`config.mk`:
```
export PLATFORM = sky130hd
export DESIGN_NAME = sparse_cosine_similarity
export DESIGN_NICKNAME = d
export VERILOG_FILES = /design/src/rtl/scs_pkg.sv /design/src/rtl/scs_mul.sv /design/src/rtl/scs_sqrt.sv /design/src/rtl/scs_div.sv /design/src/rtl/scs_accum.sv /design/src/rtl/sparse_cosine_similarity.sv
export VERILOG_INCLUDE_DIRS = /design/src /design/src/rtl
export SDC_FILE = /design/constraint.sdc
export NUM_CORES = 2
export LEC_CHECK = 0
export ABC_AREA = 1
export BUFFER_PORTS_ARGS = -buffer_cell sky130_fd_sc_hd__buf_2
export CORE_MARGIN = 2
export CORE_UTILIZATION = 60
export CTS_CLUSTER_SIZE = 25
export DETAILED_ROUTE_END_ITERATION = 8
export GPL_ROUTABILITY_DRIVEN = 1
export PLACE_DENSITY = 0.76
export SLEW_MARGIN = 25
export SYNTH_ARGS = -nofsm -noshare
export SYNTH_HDL_FRONTEND = slang
export SYNTH_SLANG_ARGS = --single-unit
```
`constraint.sdc`:
```
create_clock -name clk -period 8.7 [get_ports clk]
set_input_delay 1.74 -clock clk [delete_from_list [all_inputs] [get_ports clk]]
set_output_delay 1.74 -clock clk [all_outputs]
set_load 0.05 [all_outputs]
```
`src/rtl/sparse_cosine_similarity_defines.svh`:
```
// ----------------------------------------------------------------------------
// sparse cosine similarity assertion macros
// shorthand for clocked implication checks used in the rtl
// ----------------------------------------------------------------------------
`ifndef SPARSE_COSINE_SIMILARITY_DEFINES_SVH
`define SPARSE_COSINE_SIMILARITY_DEFINES_SVH

// same-cycle implication
`define SCS_ASSERT_NOW(label, clk, rst, ante, cons, msg) \
  label: assert property (@(posedge clk) disable iff (rst) (ante) |-> (cons)) \
    else $error(msg);

// next-cycle implication
`define SCS_ASSERT_NEXT(label, clk, rst, ante, cons, msg) \
  label: assert property (@(posedge clk) disable iff (rst) (ante) |=> (cons)) \
    else $error(msg);

`endif

```
`src/rtl/scs_pkg.sv`:
```
// ----------------------------------------------------------------------------
// scs_pkg
// widths, types and saturating add shared by the cosine similarity block
// ----------------------------------------------------------------------------
`timescale 1ns / 1ps
`default_nettype none

package scs_pkg;

  localparam int USER_ID_BITS = 20;
  localparam int RATING_BITS  = 12;
  localparam int PROD_BITS    = 2 * RATING_BITS;
  localparam int ACC_BITS     = 48;
  localparam int HALF_BITS    = ACC_BITS / 2;
  localparam int NPROD_BITS   = 2 * ACC_BITS;
  localparam int ROOT_BITS    = ACC_BITS;
  localparam int FRAC_BITS    = 14;
  localparam int SIM_BITS     = 16;
  localparam int MAG_BITS     = FRAC_BITS + 1;
  localparam int NUM_BITS     = ACC_BITS + FRAC_BITS;

  localparam int SQRT_STEPS    = NPROD_BITS / 2;
  localparam int SQRT_CNT_BITS = $clog2(SQRT_STEPS);
  localparam int SQRT_REM_BITS = ROOT_BITS + 3;
  localparam int DIV_CNT_BITS  = $clog2(NUM_BITS);

  typedef logic signed [ACC_BITS-1:0]  acc_t;
  typedef logic signed [PROD_BITS-1:0] prod_t;

  localparam acc_t ACC_MAX = {1'b0, {(ACC_BITS-1){1'b1}}};
  localparam acc_t ACC_MIN = {1'b1, {(ACC_BITS-1){1'b0}}};
  localparam logic [MAG_BITS-1:0] SIM_ONE = {1'b1, {FRAC_BITS{1'b0}}};

  typedef struct packed {
    logic take;
    logic apply;
    logic clear;
  } acc_ctl_t;

  function automatic acc_t sat_add(acc_t acc, prod_t p);
    logic signed [ACC_BITS:0] sum;
    sum = {acc[ACC_BITS-1], acc} + {{(ACC_BITS+1-PROD_BITS){p[PROD_BITS-1]}}, p};
    if (sum[ACC_BITS] != sum[ACC_BITS-1]) begin
      sat_add = sum[ACC_BITS] ? ACC_MIN : ACC_MAX;
    end else begin
      sat_add = sum[ACC_BITS-1:0];
    end
  endfunction

endpackage

`default_nettype wire

```
`src/rtl/scs_mul.sv`:
```
// ----------------------------------------------------------------------------
// scs_mul
// unsigned norm product built from four half-width partial products
// ----------------------------------------------------------------------------
`timescale 1ns / 1ps
`default_nettype none

module scs_mul
  import scs_pkg::*;
(
  input  wire logic                  clk,
  input  wire logic                  rst,
  input  wire logic                  start,
  input  wire logic [ACC_BITS-1:0]   a,
  input  wire logic [ACC_BITS-1:0]   b,
  output logic                       done,
  output logic [NPROD_BITS-1:0]      prod
);

  logic                  run;
  logic                  pvalid;
  logic                  plast;
  logic [1:0]            cnt;
  logic [1:0]            pw;
  logic [ACC_BITS-1:0]   opa;
  logic [ACC_BITS-1:0]   opb;
  logic [ACC_BITS-1:0]   pp;
  logic [HALF_BITS-1:0]  a_sel;
  logic [HALF_BITS-1:0]  b_sel;
  logic [NPROD_BITS-1:0] pp_ext;
  logic [NPROD_BITS-1:0] pp_shift;

  assign a_sel  = cnt[1] ? opa[ACC_BITS-1:HALF_BITS] : opa[HALF_BITS-1:0];
  assign b_sel  = cnt[0] ? opb[ACC_BITS-1:HALF_BITS] : opb[HALF_BITS-1:0];
  assign pp_ext = {{ACC_BITS{1'b0}}, pp};

  always_comb begin
    unique case (pw)
      2'd0:    pp_shift = pp_ext;
      2'd1:    pp_shift = pp_ext << HALF_BITS;
      2'd2:    pp_shift = pp_ext << ACC_BITS;
      default: pp_shift = '0;
    endcase
  end

  always_ff @(posedge clk) begin
    if (rst) begin
      run    <= 1'b0;
      pvalid <= 1'b0;
      done   <= 1'b0;
      cnt    <= '0;
    end else begin
      done   <= pvalid && plast;
      pvalid <= run;
      if (start) begin
        run <= 1'b1;
        cnt <= '0;
      end else if (run) begin
        cnt <= cnt + 2'd1;
        if (cnt == 2'd3) begin
          run <= 1'b0;
        end
      end
    end
  end

  always_ff @(posedge clk) begin
    if (start) begin
      opa  <= a;
      opb  <= b;
      prod <= '0;
    end else begin
      if (run) begin
        pp    <= a_sel * b_sel;
        pw    <= {1'b0, cnt[1]} + {1'b0, cnt[0]};
        plast <= (cnt == 2'd3);
      end
      if (pvalid) begin
        prod <= prod + pp_shift;
      end
    end
  end

endmodule

`default_nettype wire

```
`src/rtl/scs_sqrt.sv`:
```
// ----------------------------------------------------------------------------
// scs_sqrt
// floor square root, two radicand bits per cycle, shared trial subtractor
// ----------------------------------------------------------------------------
`timescale 1ns / 1ps
`default_nettype none

module scs_sqrt
  import scs_pkg::*;
(
  input  wire logic                  clk,
  input  wire logic                  rst,
  input  wire logic                  start,
  input  wire logic [NPROD_BITS-1:0] rad,
  output logic                       done,
  output logic [ROOT_BITS-1:0]       root
);

  localparam logic [SQRT_CNT_BITS-1:0] LAST_STEP = SQRT_CNT_BITS'(SQRT_STEPS - 1);

  logic                     run;
  logic [SQRT_CNT_BITS-1:0] cnt;
  logic [NPROD_BITS-1:0]    rad_q;
  logic [SQRT_REM_BITS-1:0] rem;
  logic [SQRT_REM_BITS-1:0] rem_sh;
  logic [SQRT_REM_BITS-1:0] trial;
  logic                     ge;

  assign rem_sh = {rem[SQRT_REM_BITS-3:0], rad_q[NPROD_BITS-1 -: 2]};
  assign trial  = {1'b0, root, 2'b01};
  assign ge     = (rem_sh >= trial);

  always_ff @(posedge clk) begin
    if (rst) begin
      run  <= 1'b0;
      done <= 1'b0;
      cnt  <= '0;
    end else begin
      done <= 1'b0;
      if (start) begin
        run <= 1'b1;
        cnt <= '0;
      end else if (run) begin
        cnt <= cnt + 1'b1;
        if (cnt == LAST_STEP) begin
          run  <= 1'b0;
          done <= 1'b1;
        end
      end
    end
  end

  always_ff @(posedge clk) begin
    if (start) begin
      rad_q <= rad;
      rem   <= '0;
      root  <= '0;
    end else if (run) begin
      rad_q <= rad_q << 2;
      rem   <= ge ? (rem_sh - trial) : rem_sh;
      root  <= {root[ROOT_BITS-2:0], ge};
    end
  end

endmodule

`default_nettype wire

```
`src/rtl/scs_div.sv`:
```
// ----------------------------------------------------------------------------
// scs_div
// restoring divider for |dot| * 2^14 / root, round half up, clamp at one
// ----------------------------------------------------------------------------
`timescale 1ns / 1ps
`default_nettype none

module scs_div
  import scs_pkg::*;
(
  input  wire logic                 clk,
  input  wire logic                 rst,
  input  wire logic                 start,
  input  wire logic [ACC_BITS-1:0]  mag,
  input  wire logic [ROOT_BITS-1:0] den,
  output logic                      done,
  output logic [MAG_BITS-1:0]       quo
);

  localparam logic [DIV_CNT_BITS-1:0] LAST_STEP = DIV_CNT_BITS'(NUM_BITS - 1);

  logic                    run;
  logic                    fin;
  logic [DIV_CNT_BITS-1:0] cnt;
  logic [NUM_BITS-1:0]     num;
  logic [ROOT_BITS-1:0]    den_q;
  logic [ROOT_BITS-1:0]    rem;
  logic [ROOT_BITS:0]      rem_sh;
  logic                    ge;
  logic [FRAC_BITS-1:0]    q;
  logic                    over;
  logic                    rnd;

  assign rem_sh = {rem, num[NUM_BITS-1]};
  assign ge     = (rem_sh >= {1'b0, den_q});
  assign rnd    = ({rem, 1'b0} >= {1'b0, den_q});

  always_ff @(posedge clk) begin
    if (rst) begin
      run  <= 1'b0;
      fin  <= 1'b0;
      done <= 1'b0;
      cnt  <= '0;
    end else begin
      done <= fin;
      fin  <= 1'b0;
      if (start) begin
        run <= 1'b1;
        cnt <= '0;
      end else if (run) begin
        cnt <= cnt + 1'b1;
        if (cnt == LAST_STEP) begin
          run <= 1'b0;
          fin <= 1'b1;
        end
      end
    end
  end

  always_ff @(posedge clk) begin
    if (start) begin
      num   <= {mag, {FRAC_BITS{1'b0}}};
      den_q <= den;
      rem   <= '0;
      q     <= '0;
      over  <= 1'b0;
    end else if (run) begin
      num  <= num << 1;
      rem  <= ge ? ROOT_BITS'(rem_sh - {1'b0, den_q}) : rem_sh[ROOT_BITS-1:0];
      q    <= {q[FRAC_BITS-2:0], ge};
      over <= over | q[FRAC_BITS-1];
    end
    if (fin) begin
      quo <= over ? SIM_ONE : ({1'b0, q} + {{FRAC_BITS{1'b0}}, rnd});
    end
  end

endmodule

`default_nettype wire

```
`src/rtl/scs_accum.sv`:
```
// ----------------------------------------------------------------------------
// scs_accum
// merge join of the record stream and saturating dot and norm accumulators
// ----------------------------------------------------------------------------
`timescale 1ns / 1ps
`default_nettype none

module scs_accum
  import scs_pkg::*;
(
  input  wire logic                    clk,
  input  wire logic                    rst,
  input  wire acc_ctl_t                ctl,
  input  wire logic                    side,
  input  wire logic [USER_ID_BITS-1:0] user_id,
  input  wire logic signed [RATING_BITS-1:0] rating,
  output acc_t                         dot,
  output acc_t                         norm_first,
  output acc_t                         norm_second
);

  logic                           held_valid;
  logic                           held_side;
  logic [USER_ID_BITS-1:0]        held_user;
  logic signed [RATING_BITS-1:0]  held_rating;
  logic                           match;
  logic                           match_q;
  logic signed [RATING_BITS-1:0]  ra;
  logic signed [RATING_BITS-1:0]  rb;
  prod_t                          p_ab;
  prod_t                          p_aa;
  prod_t                          p_bb;

  assign match = held_valid && (held_side != side) && (held_user == user_id);
  assign ra    = held_side ? rating : held_rating;
  assign rb    = held_side ? held_rating : rating;

  always_ff @(posedge clk) begin
    if (rst) begin
      held_valid  <= 1'b0;
      match_q     <= 1'b0;
      dot         <= '0;
      norm_first  <= '0;
      norm_second <= '0;
    end else if (ctl.clear) begin
      held_valid  <= 1'b0;
      match_q     <= 1'b0;
      dot         <= '0;
      norm_first  <= '0;
      norm_second <= '0;
    end else begin
      if (ctl.take) begin
        held_valid <= !match;
        match_q    <= match;
      end
      if (ctl.apply && match_q) begin
        dot         <= sat_add(dot, p_ab);
        norm_first  <= sat_add(norm_first, p_aa);
        norm_second <= sat_add(norm_second, p_bb);
        match_q     <= 1'b0;
      end
    end
  end

  always_ff @(posedge clk) begin
    if (ctl.take) begin
      p_ab <= ra * rb;
      p_aa <= ra * ra;
      p_bb <= rb * rb;
      if (!match) begin
        held_side   <= side;
        held_user   <= user_id;
        held_rating <= rating;
      end
    end
  end

endmodule

`default_nettype wire

```
`src/rtl/sparse_cosine_similarity.sv`:
```
// ----------------------------------------------------------------------------
// sparse_cosine_similarity
// Cosine similarity of two sparse rating columns by merge join. Records come
// as one stream sorted by user id; a record meeting a record of the other
// column for the same user adds its product and squares to saturating 48-bit
// accumulators. On the record flagged last, the block returns
// dot / sqrt(norm_first * norm_second) as signed Q1.14 (0 when a norm is
// zero) and clears for the next pair. Each record is accepted, then
// accumulated, and no further record is taken meanwhile. After a last
// record the norm product on a 24x24 multiplier, the two-bits-per-cycle
// root and the one-bit-per-cycle divider run in turn before its result
// is offered. The result waits in an output register while the next
// pair's records are taken.
// ----------------------------------------------------------------------------
`timescale 1ns / 1ps
`default_nettype none
`include "sparse_cosine_similarity_defines.svh"

module sparse_cosine_similarity
  import scs_pkg::*;
(
  input  wire logic                          clk,
  input  wire logic                          rst,
  input  wire logic                          rec_valid,
  output logic                               rec_stall,
  input  wire logic                          side,
  input  wire logic [USER_ID_BITS-1:0]       user_id,
  input  wire logic signed [RATING_BITS-1:0] rating,
  input  wire logic                          last,
  output logic                               res_valid,
  input  wire logic                          res_stall,
  output logic signed [SIM_BITS-1:0]         similarity
);

  typedef enum logic [2:0] {
    S_IDLE,
    S_ACC,
    S_START,
    S_MUL,
    S_SQRT,
    S_DIV,
    S_DONE
  } state_t;

  state_t                state;
  logic                  last_q;
  logic                  zero_den;
  logic                  neg;
  acc_ctl_t              ctl;
  acc_t                  dot;
  acc_t                  norm_first;
  acc_t                  norm_second;
  logic [ACC_BITS-1:0]   mag;
  logic                  nz;
  logic                  load;
  logic                  mul_start;
  logic                  mul_done;
  logic [NPROD_BITS-1:0] prod;
  logic                  sqrt_start;
  logic                  sqrt_done;
  logic [ROOT_BITS-1:0]  root;
  logic                  div_start;
  logic                  div_done;
  logic [MAG_BITS-1:0]   quo;
  logic [SIM_BITS-1:0]   sim_mag;

  assign rec_stall  = (state != S_IDLE);
  assign nz         = (norm_first != '0) && (norm_second != '0);
  assign neg        = dot[ACC_BITS-1];
  assign mag        = neg ? (~dot + 1'b1) : dot;
  assign load       = (state == S_DONE) && !(res_valid && res_stall);
  assign mul_start  = (state == S_START) && nz;
  assign sqrt_start = (state == S_MUL) && mul_done;
  assign div_start  = (state == S_SQRT) && sqrt_done;
  assign sim_mag    = zero_den ? '0 : {{(SIM_BITS-MAG_BITS){1'b0}}, quo};

  assign ctl.take   = rec_valid && !rec_stall;
  assign ctl.apply  = (state == S_ACC);
  assign ctl.clear  = load;

  scs_accum u_accum (
    .clk         (clk),
    .rst         (rst),
    .ctl         (ctl),
    .side        (side),
    .user_id     (user_id),
    .rating      (rating),
    .dot         (dot),
    .norm_first  (norm_first),
    .norm_second (norm_second)
  );

  scs_mul u_mul (
    .clk   (clk),
    .rst   (rst),
    .start (mul_start),
    .a     (norm_first),
    .b     (norm_second),
    .done  (mul_done),
    .prod  (prod)
  );

  scs_sqrt u_sqrt (
    .clk   (clk),
    .rst   (rst),
    .start (sqrt_start),
    .rad   (prod),
    .done  (sqrt_done),
    .root  (root)
  );

  scs_div u_div (
    .clk   (clk),
    .rst   (rst),
    .start (div_start),
    .mag   (mag),
    .den   (root),
    .done  (div_done),
    .quo   (quo)
  );

  always_ff @(posedge clk) begin
    if (rst) begin
      state     <= S_IDLE;
      last_q    <= 1'b0;
      zero_den  <= 1'b0;
      res_valid <= 1'b0;
    end else begin
      if (res_valid && !res_stall && !load) begin
        res_valid <= 1'b0;
      end
      unique case (state)
        S_IDLE: begin
          if (ctl.take) begin
            last_q <= last;
            state  <= S_ACC;
          end
        end
        S_ACC: begin
          state <= last_q ? S_START : S_IDLE;
        end
        S_START: begin
          zero_den <= !nz;
          state    <= nz ? S_MUL : S_DONE;
        end
        S_MUL: begin
          if (mul_done) begin
            state <= S_SQRT;
          end
        end
        S_SQRT: begin
          if (sqrt_done) begin
            state <= S_DIV;
          end
        end
        S_DIV: begin
          if (div_done) begin
            state <= S_DONE;
          end
        end
        S_DONE: begin
          if (load) begin
            res_valid  <= 1'b1;
            similarity <= neg ? -$signed(sim_mag) : $signed(sim_mag);
            state      <= S_IDLE;
          end
        end
        default: begin
          state <= S_IDLE;
        end
      endcase
    end
  end

  `SCS_ASSERT_NOW(a_sim_range, clk, rst, res_valid,
    (similarity <= 16'sd16384) && (similarity >= -16'sd16384), "similarity out of range")
  `SCS_ASSERT_NOW(a_norm_sign, clk, rst, 1'b1,
    !norm_first[ACC_BITS-1] && !norm_second[ACC_BITS-1], "norm accumulator negative")
  `SCS_ASSERT_NOW(a_div_den, clk, rst, div_start, root != '0, "divide by zero root")
  `SCS_ASSERT_NEXT(a_clear, clk, rst, ctl.clear,
    (dot == '0) && (norm_first == '0) && (norm_second == '0), "accumulators not cleared")
  `SCS_ASSERT_NEXT(a_load, clk, rst, load, res_valid, "result not offered")

endmodule

`default_nettype wire

```
* After elaboration in Yosys (flattened, before gate mapping)
Cells that the tools add are included.
Word-level totals: bits of input ports 38, memories 0, latch bits 0, bits in read-only memories 0, output and inout port bits 18, register bits 905, RAM bits 0
Operators by class: $mul 4, div/mod/pow operators 0, equal/unequal tests 21, reduce and logical (&&, ||, !) cells 38, bitwise gates (word level) 7, magnitude comparators 3, muxes and demuxes 42, add/sub/neg operators 13, shift operators 0
Operators by type and width (count):
- 2-to-1 mux 48 bit | 8
- case mux 96 bit (3 select lines) | 1
- 2-to-1 mux 96 bit | 2
- adder 48 x 24 -> 49 bit | 3
- 2-to-1 mux 62 bit | 2
- >= comparator 49 x 48 -> 1 bit | 2
- adder 96 bit | 1
- nonzero test 48 bit | 2
- multiplier 12 x 12 -> 24 bit | 3
- >= comparator 51 x 50 -> 1 bit | 1
- 2-to-1 mux 49 bit | 1
- subtractor 49 bit | 1
- adder 48 x 1 -> 48 bit (second input constant) | 1
- multiplier 24 x 24 -> 48 bit | 1
- 2-to-1 mux 24 bit | 2
- NOT 48 bit | 1
- subtractor 48 bit | 1
- 2-to-1 mux 12 bit | 2
- case mux 3 bit (7 select lines) | 1
- equality test 20 bit | 1
- 2-to-1 mux 3 bit | 6
- 2-to-1 mux 16 bit | 1
- negator 15 -> 16 bit | 1
- adder 14 x 1 -> 15 bit | 1
- 28 further kinds | 82

* Depth between registers and ports, before layout
word-level depth 8, gate-level depth with buffers 33

* Modules after synthesis
A second synthesis with hierarchy kept.
Unflattened totals: cell total of the unflattened synthesis 14288, area total of the unflattened synthesis 100587.7 um^2
By module, submodules not included:
- scs_mul | area an instance 38658.3 um^2, seq. area each 6406.1 um^2, times used 1, cells each 5584
- scs_accum | area an instance 35502.8 um^2, seq. area each 6015.8 um^2, times used 1, cells each 4892
- scs_sqrt | area an instance 12087.8 um^2, seq. area each 4984.8 um^2, times used 1, cells each 1755
- scs_div | area an instance 11070.6 um^2, seq. area each 4774.6 um^2, times used 1, cells each 1503
- sparse_cosine_similarity | area an instance 3268.1 um^2, seq. area each 600.6 um^2, times used 1, cells each 554

* Worst setup path before layout
Ideal clock, no wire load.
path type reg2reg, start register u_mul.cnt[0], end register u_mul.pp[33], data pin, stages on the path, launching flop included 27, slack 1.703 ns, arrival time 6.734 ns, buffers on the path 3, path through dfxtp_1 clkbuf_1 clkbuf_1 mux2i_1 clkbuf_1 nor2_1 fa_1 fa_1 inv_1 fa_1 inv_1 fa_1 inv_1 fa_1 inv_1 fa_1 inv_1 fa_1 inv_1 ha_1 a21oi_1 o21ai_0 o21ai_0 nand2_1 a31oi_1 o21bai_1 xor2_1
On the way: cells in the longest elaborated chain, start to end 2
RTL lines:
- start, declared | RTL line scs_mul.sv:23 | logic [1:0] cnt;
- start signal, assigned | RTL line scs_mul.sv:59 | cnt <= cnt + 2'd1;
- 2-to-1 mux 24 bit | RTL line scs_mul.sv:34 | assign b_sel = cnt[0] ? opb[ACC_BITS-1:HALF_BITS] : opb[HALF_BITS-1:0];
- multiplier 24 x 24 -> 48 bit | RTL line scs_mul.sv:74 | pp <= a_sel * b_sel;
- end signal, assigned | RTL line scs_mul.sv:74
- end, declared | RTL line scs_mul.sv:27 | logic [ACC_BITS-1:0] pp;
Every way passes these cells. A chain may end at the register's enable or synchronous reset.

* Worst setup path after layout
start register u_mul.cnt[0], end register u_mul.pp[45], data pin
The elaborated chain is that of the path after synthesis.

==> impl_metrics.csv <==
group,metric,value,unit
outcome,status,"completed",
global_routing,antenna_found_initial,6,
synthesis,yosysWarningCount,0,
clocking,root_buffer,"clkbuf_16",
clocking,clock_latency,0.79,ns
sta,finalMaxSlewViolations,0,
clocking,cts.sink_count,902,
floorplanning,ios,56,
detailed_routing,via_count,90529,
detailed_routing,via_per_inst,5.70,
synthesis,synth_most_common_cell,"nand2_1",
critical_path,cp-start-kind,"flop",
clocking,htree_levels,3,
synthesis,yosysSeqAreaShare,23.2,%
critical_path,setup.worst_path.class,"reg -> reg",
synthesis,ys_ff_latch,902,
critical_path,r2r-end,"u_mul.pp[45]",
clocking,cts_buffer_depth,3,
synthesis,syn_inst,13662,
global_routing,grt_pass1_wl,498000,um
flow_run,cap_violations,0,
synthesis,synth.avg_cell_area,7.18,um2
critical_path,cp.arrival,8.54,ns
min_path,whs_path_depth,2,
cells_and_area,utilization,64.1,%
sta,fmaxAchievable,125,MHz
synthesis,synthTopCellsByArea,"fa_1 (18%), edfxtp_1 (14%), nand2_1 (14%), inv_1 (10%), dfxtp_1 (8.8%)",
floorplanning,die_h,408,um
place,io_buffers,55,
synthesis,synthFlopType,"edfxtp_1",
sta,worst_slew_pin_slew,1.10,ns
global_routing,grt_max_degree,97,
floorplanning,rows,148,
critical_path,r2r_cells,26,
synthesis,synth_cell_type_count,59,
floorplanning,die_w,408,um
clocking,post_cts_resized,0,
synthesis,yosys.area.top_type,"fa_1",
synthesis,syn_nets,15248,
detailed_routing,drtIter0Drc,9291,
synthesis,async_reset_ff_share,0,%
critical_path,end_kind,"flop",
detailed_routing,avgRoutedWirePerCell,20.2,um
sta,rsz0062_at_grt,"no",
clocking,holdBufCountCts,0,
min_path,min_to,"u_sqrt.rem[47]",
clocking,clk_pin_slew,0.07,ns
global_routing,grt.overflow.total,0,
detailed_routing,remaining_drc_errors,0,
clocking,cts_buffers,101,
sta,fin_crit_sh,92.2,%
global_routing,grt_pass1_vias,89619,
place,gp_congestion,1.05,
cells_and_area,fin_nets,15202,
sta,hold_viol,0,
critical_path,crit_fanout,26,
global_routing,gr-usage-all-layers,38.2,%
sta,slew_headroom,26.8,%
cells_and_area,drive_gt1_share,3.71,%
floorplanning,core_area,163000,um2
floorplanning,initial_core_util,60.3,%
detailed_routing,wl,321000,um
synthesis,netlist_top_cells_count,"nand2_1 (3640), inv_1 (2686), nor2_1 (1401)",
floorplanning,die_area,167000,um2
critical_path,r2r_start,"u_mul.cnt[0]",
sta,fin_crit,8.02,ns
sta,holdWs,0.466,ns
detailed_routing,dr.pass1.iters,7,
sta,tns,0,ns
sta,finalSetupViolCount,0,
synthesis,yosys.area.top_type_share,17.7,%
cells_and_area,syn_to_final_growth,6.21,%
clocking,cts_tree,"yes",
critical_path,cp.required,9.21,ns
synthesis,post_synth_instance_area,98100,um2
min_path,hp-class,"reg -> reg",
synthesis,synth_edf_count,472,
min_path,min_from,"u_sqrt.rem[47]",
critical_path,r2r_slack,0.68,ns
detailed_routing,postRouteAntennaNets,0,
place,hpwl,258000,um
clocking,post-cts-setup-buffer-count,0,
sta,finClkSkew,0.0420,ns
==> placed cells by master, fill, tap and decap left out, types with 15 or more instances in the layout <==
| master | synthesis | final |
|---|---|---|
| o21ai_0 | 583 | 569 |
| a21boi_0 | 15 | 15 |
| o21a_1 | 22 | 22 |
| ha_1 | 680 | 680 |
| inv_1 | 2686 | 2684 |
| clkinv_4 | 0 | 15 |
| xnor2_1 | 129 | 129 |
| xor2_1 | 234 | 234 |
| edfxtp_1 | 472 | 472 |
| o211ai_1 | 61 | 61 |
| fa_1 | 868 | 868 |
| buf_2 | 16 | 55 |
| clkbuf_16 | 0 | 101 |
| nor4_1 | 39 | 39 |
| o21bai_1 | 136 | 136 |
| clkinv_1 | 24 | 32 |
| a21o_1 | 26 | 26 |
| buf_4 | 6 | 119 |
| o22ai_1 | 51 | 51 |
| a31oi_1 | 23 | 23 |
| or2_2 | 19 | 19 |
| a21oi_1 | 670 | 669 |
| nand2_1 | 3640 | 3635 |
| a21oi_2 | 71 | 69 |
| nor3_1 | 113 | 112 |
| nor2_1 | 1401 | 1400 |
| nand4_1 | 177 | 177 |
| nand3_1 | 519 | 519 |
| dfxtp_1 | 430 | 428 |
| or2_1 | 18 | 18 |
| nand2_2 | 15 | 18 |
| o21ai_1 | 44 | 56 |
| a22oi_1 | 60 | 60 |
==> metrics by stage <==
| step | std cells | area, um2 | setup slack (ns) |
|---|---|---|---|
| detailed placement | 15686 | 101000 | 0.732 |
| floorplan | 13662 | 98100 | 1.70 |
| global placement | 15686 | 101000 | 0.795 |
| CTS | 15878 | 104000 | 0.700 |
| global route | 15881 | 104000 | 0.393 |
| finish | 15882 | 104000 | 0.676 |
==> per-layer routing <==
layer / part of all wire, % / track usage, %
met1: 40 / 49.1
met2: 45 / 61.9
met3: 8.9 / 6.47
met4: 6.2 / 19.9
met5: 0.028 / 0
==> registers in the layout, summed over array words and instances (netlist names), 48 cells and up <==
register,count
u_mul.opb,48
u_accum.dot,48
u_mul.opa,48
u_accum.norm_first,48
u_div.rem,48
u_sqrt.root,48
u_accum.norm_second,48
u_mul.prod,96
u_div.den_q,48
u_mul.pp,48
u_sqrt.rad_q,96
u_div.num,48
u_sqrt.rem,49
==> critical path, stage by stage, from the launching register on <==
cell      delay (ns)
dfxtp_2         0.73
nand2_1         0.11
o21ai_1         0.31
clkinv_1        0.71
nand2_1         0.30
fa_1            0.43
inv_1           0.09
fa_1            0.42
inv_1           0.09
fa_1            0.42
fa_1            0.54
inv_1           0.07
fa_1            0.45
fa_1            0.51
inv_1           0.05
fa_1            0.48
inv_1           0.07
ha_1            0.44
nand2_1         0.16
nor2_1          0.20
inv_1           0.14
nor3_1          0.50
nand3_1         0.13
nand3_1         0.17
nand3_1         0.09
nand2_1         0.09
xor2_1          0.06
==> kinds of logic after synthesis <==
| family | share of synthesized area (%) |
|---|---|
| and+or+nand+nor | 24.7 |
| buffers and inverters | 11.9 |
| AOI/OAI and AO/OA | 10.5 |
| adders and majority gates | 26.4 |
| DFF | 23.2 |
| xor gates and xnor gates | 3.24 |
| muxes | 0.0408 |
==> how the worst max path moves through the flow <==
stage                       startpoint            to  slack [ns]  cells past startpoint
after detailed placement  u_mul.cnt[0]  u_mul.pp[45]        0.73                     26
after global placement    u_mul.cnt[1]  u_mul.pp[45]        0.79                     27
after floorplan           u_mul.cnt[0]  u_mul.pp[33]        1.70                     26
after CTS                 u_mul.cnt[0]  u_mul.pp[45]        0.70                     26
after global routing      u_mul.cnt[0]  u_mul.pp[32]        0.39                     24
final                     u_mul.cnt[0]  u_mul.pp[45]        0.68                     26
==> final cells by class <==
| class | count | area, um2 |
|---|---|---|
| fill | 14653 | 58400 |
| antenna | 2 | 5.00 |
| multi-input combinational | 9713 | 63700 |
| clock inverter | 75 | 916 |
| clock buffer | 117 | 2620 |
| inverter | 2721 | 10200 |
| sequential | 902 | 22800 |
| timing repair buffer | 177 | 1210 |
| tap | 2175 | 2720 |
Power is left out: the tool's default activity adds up to more than one toggle a clock period on the data nets, which glitch-free logic cannot reach.
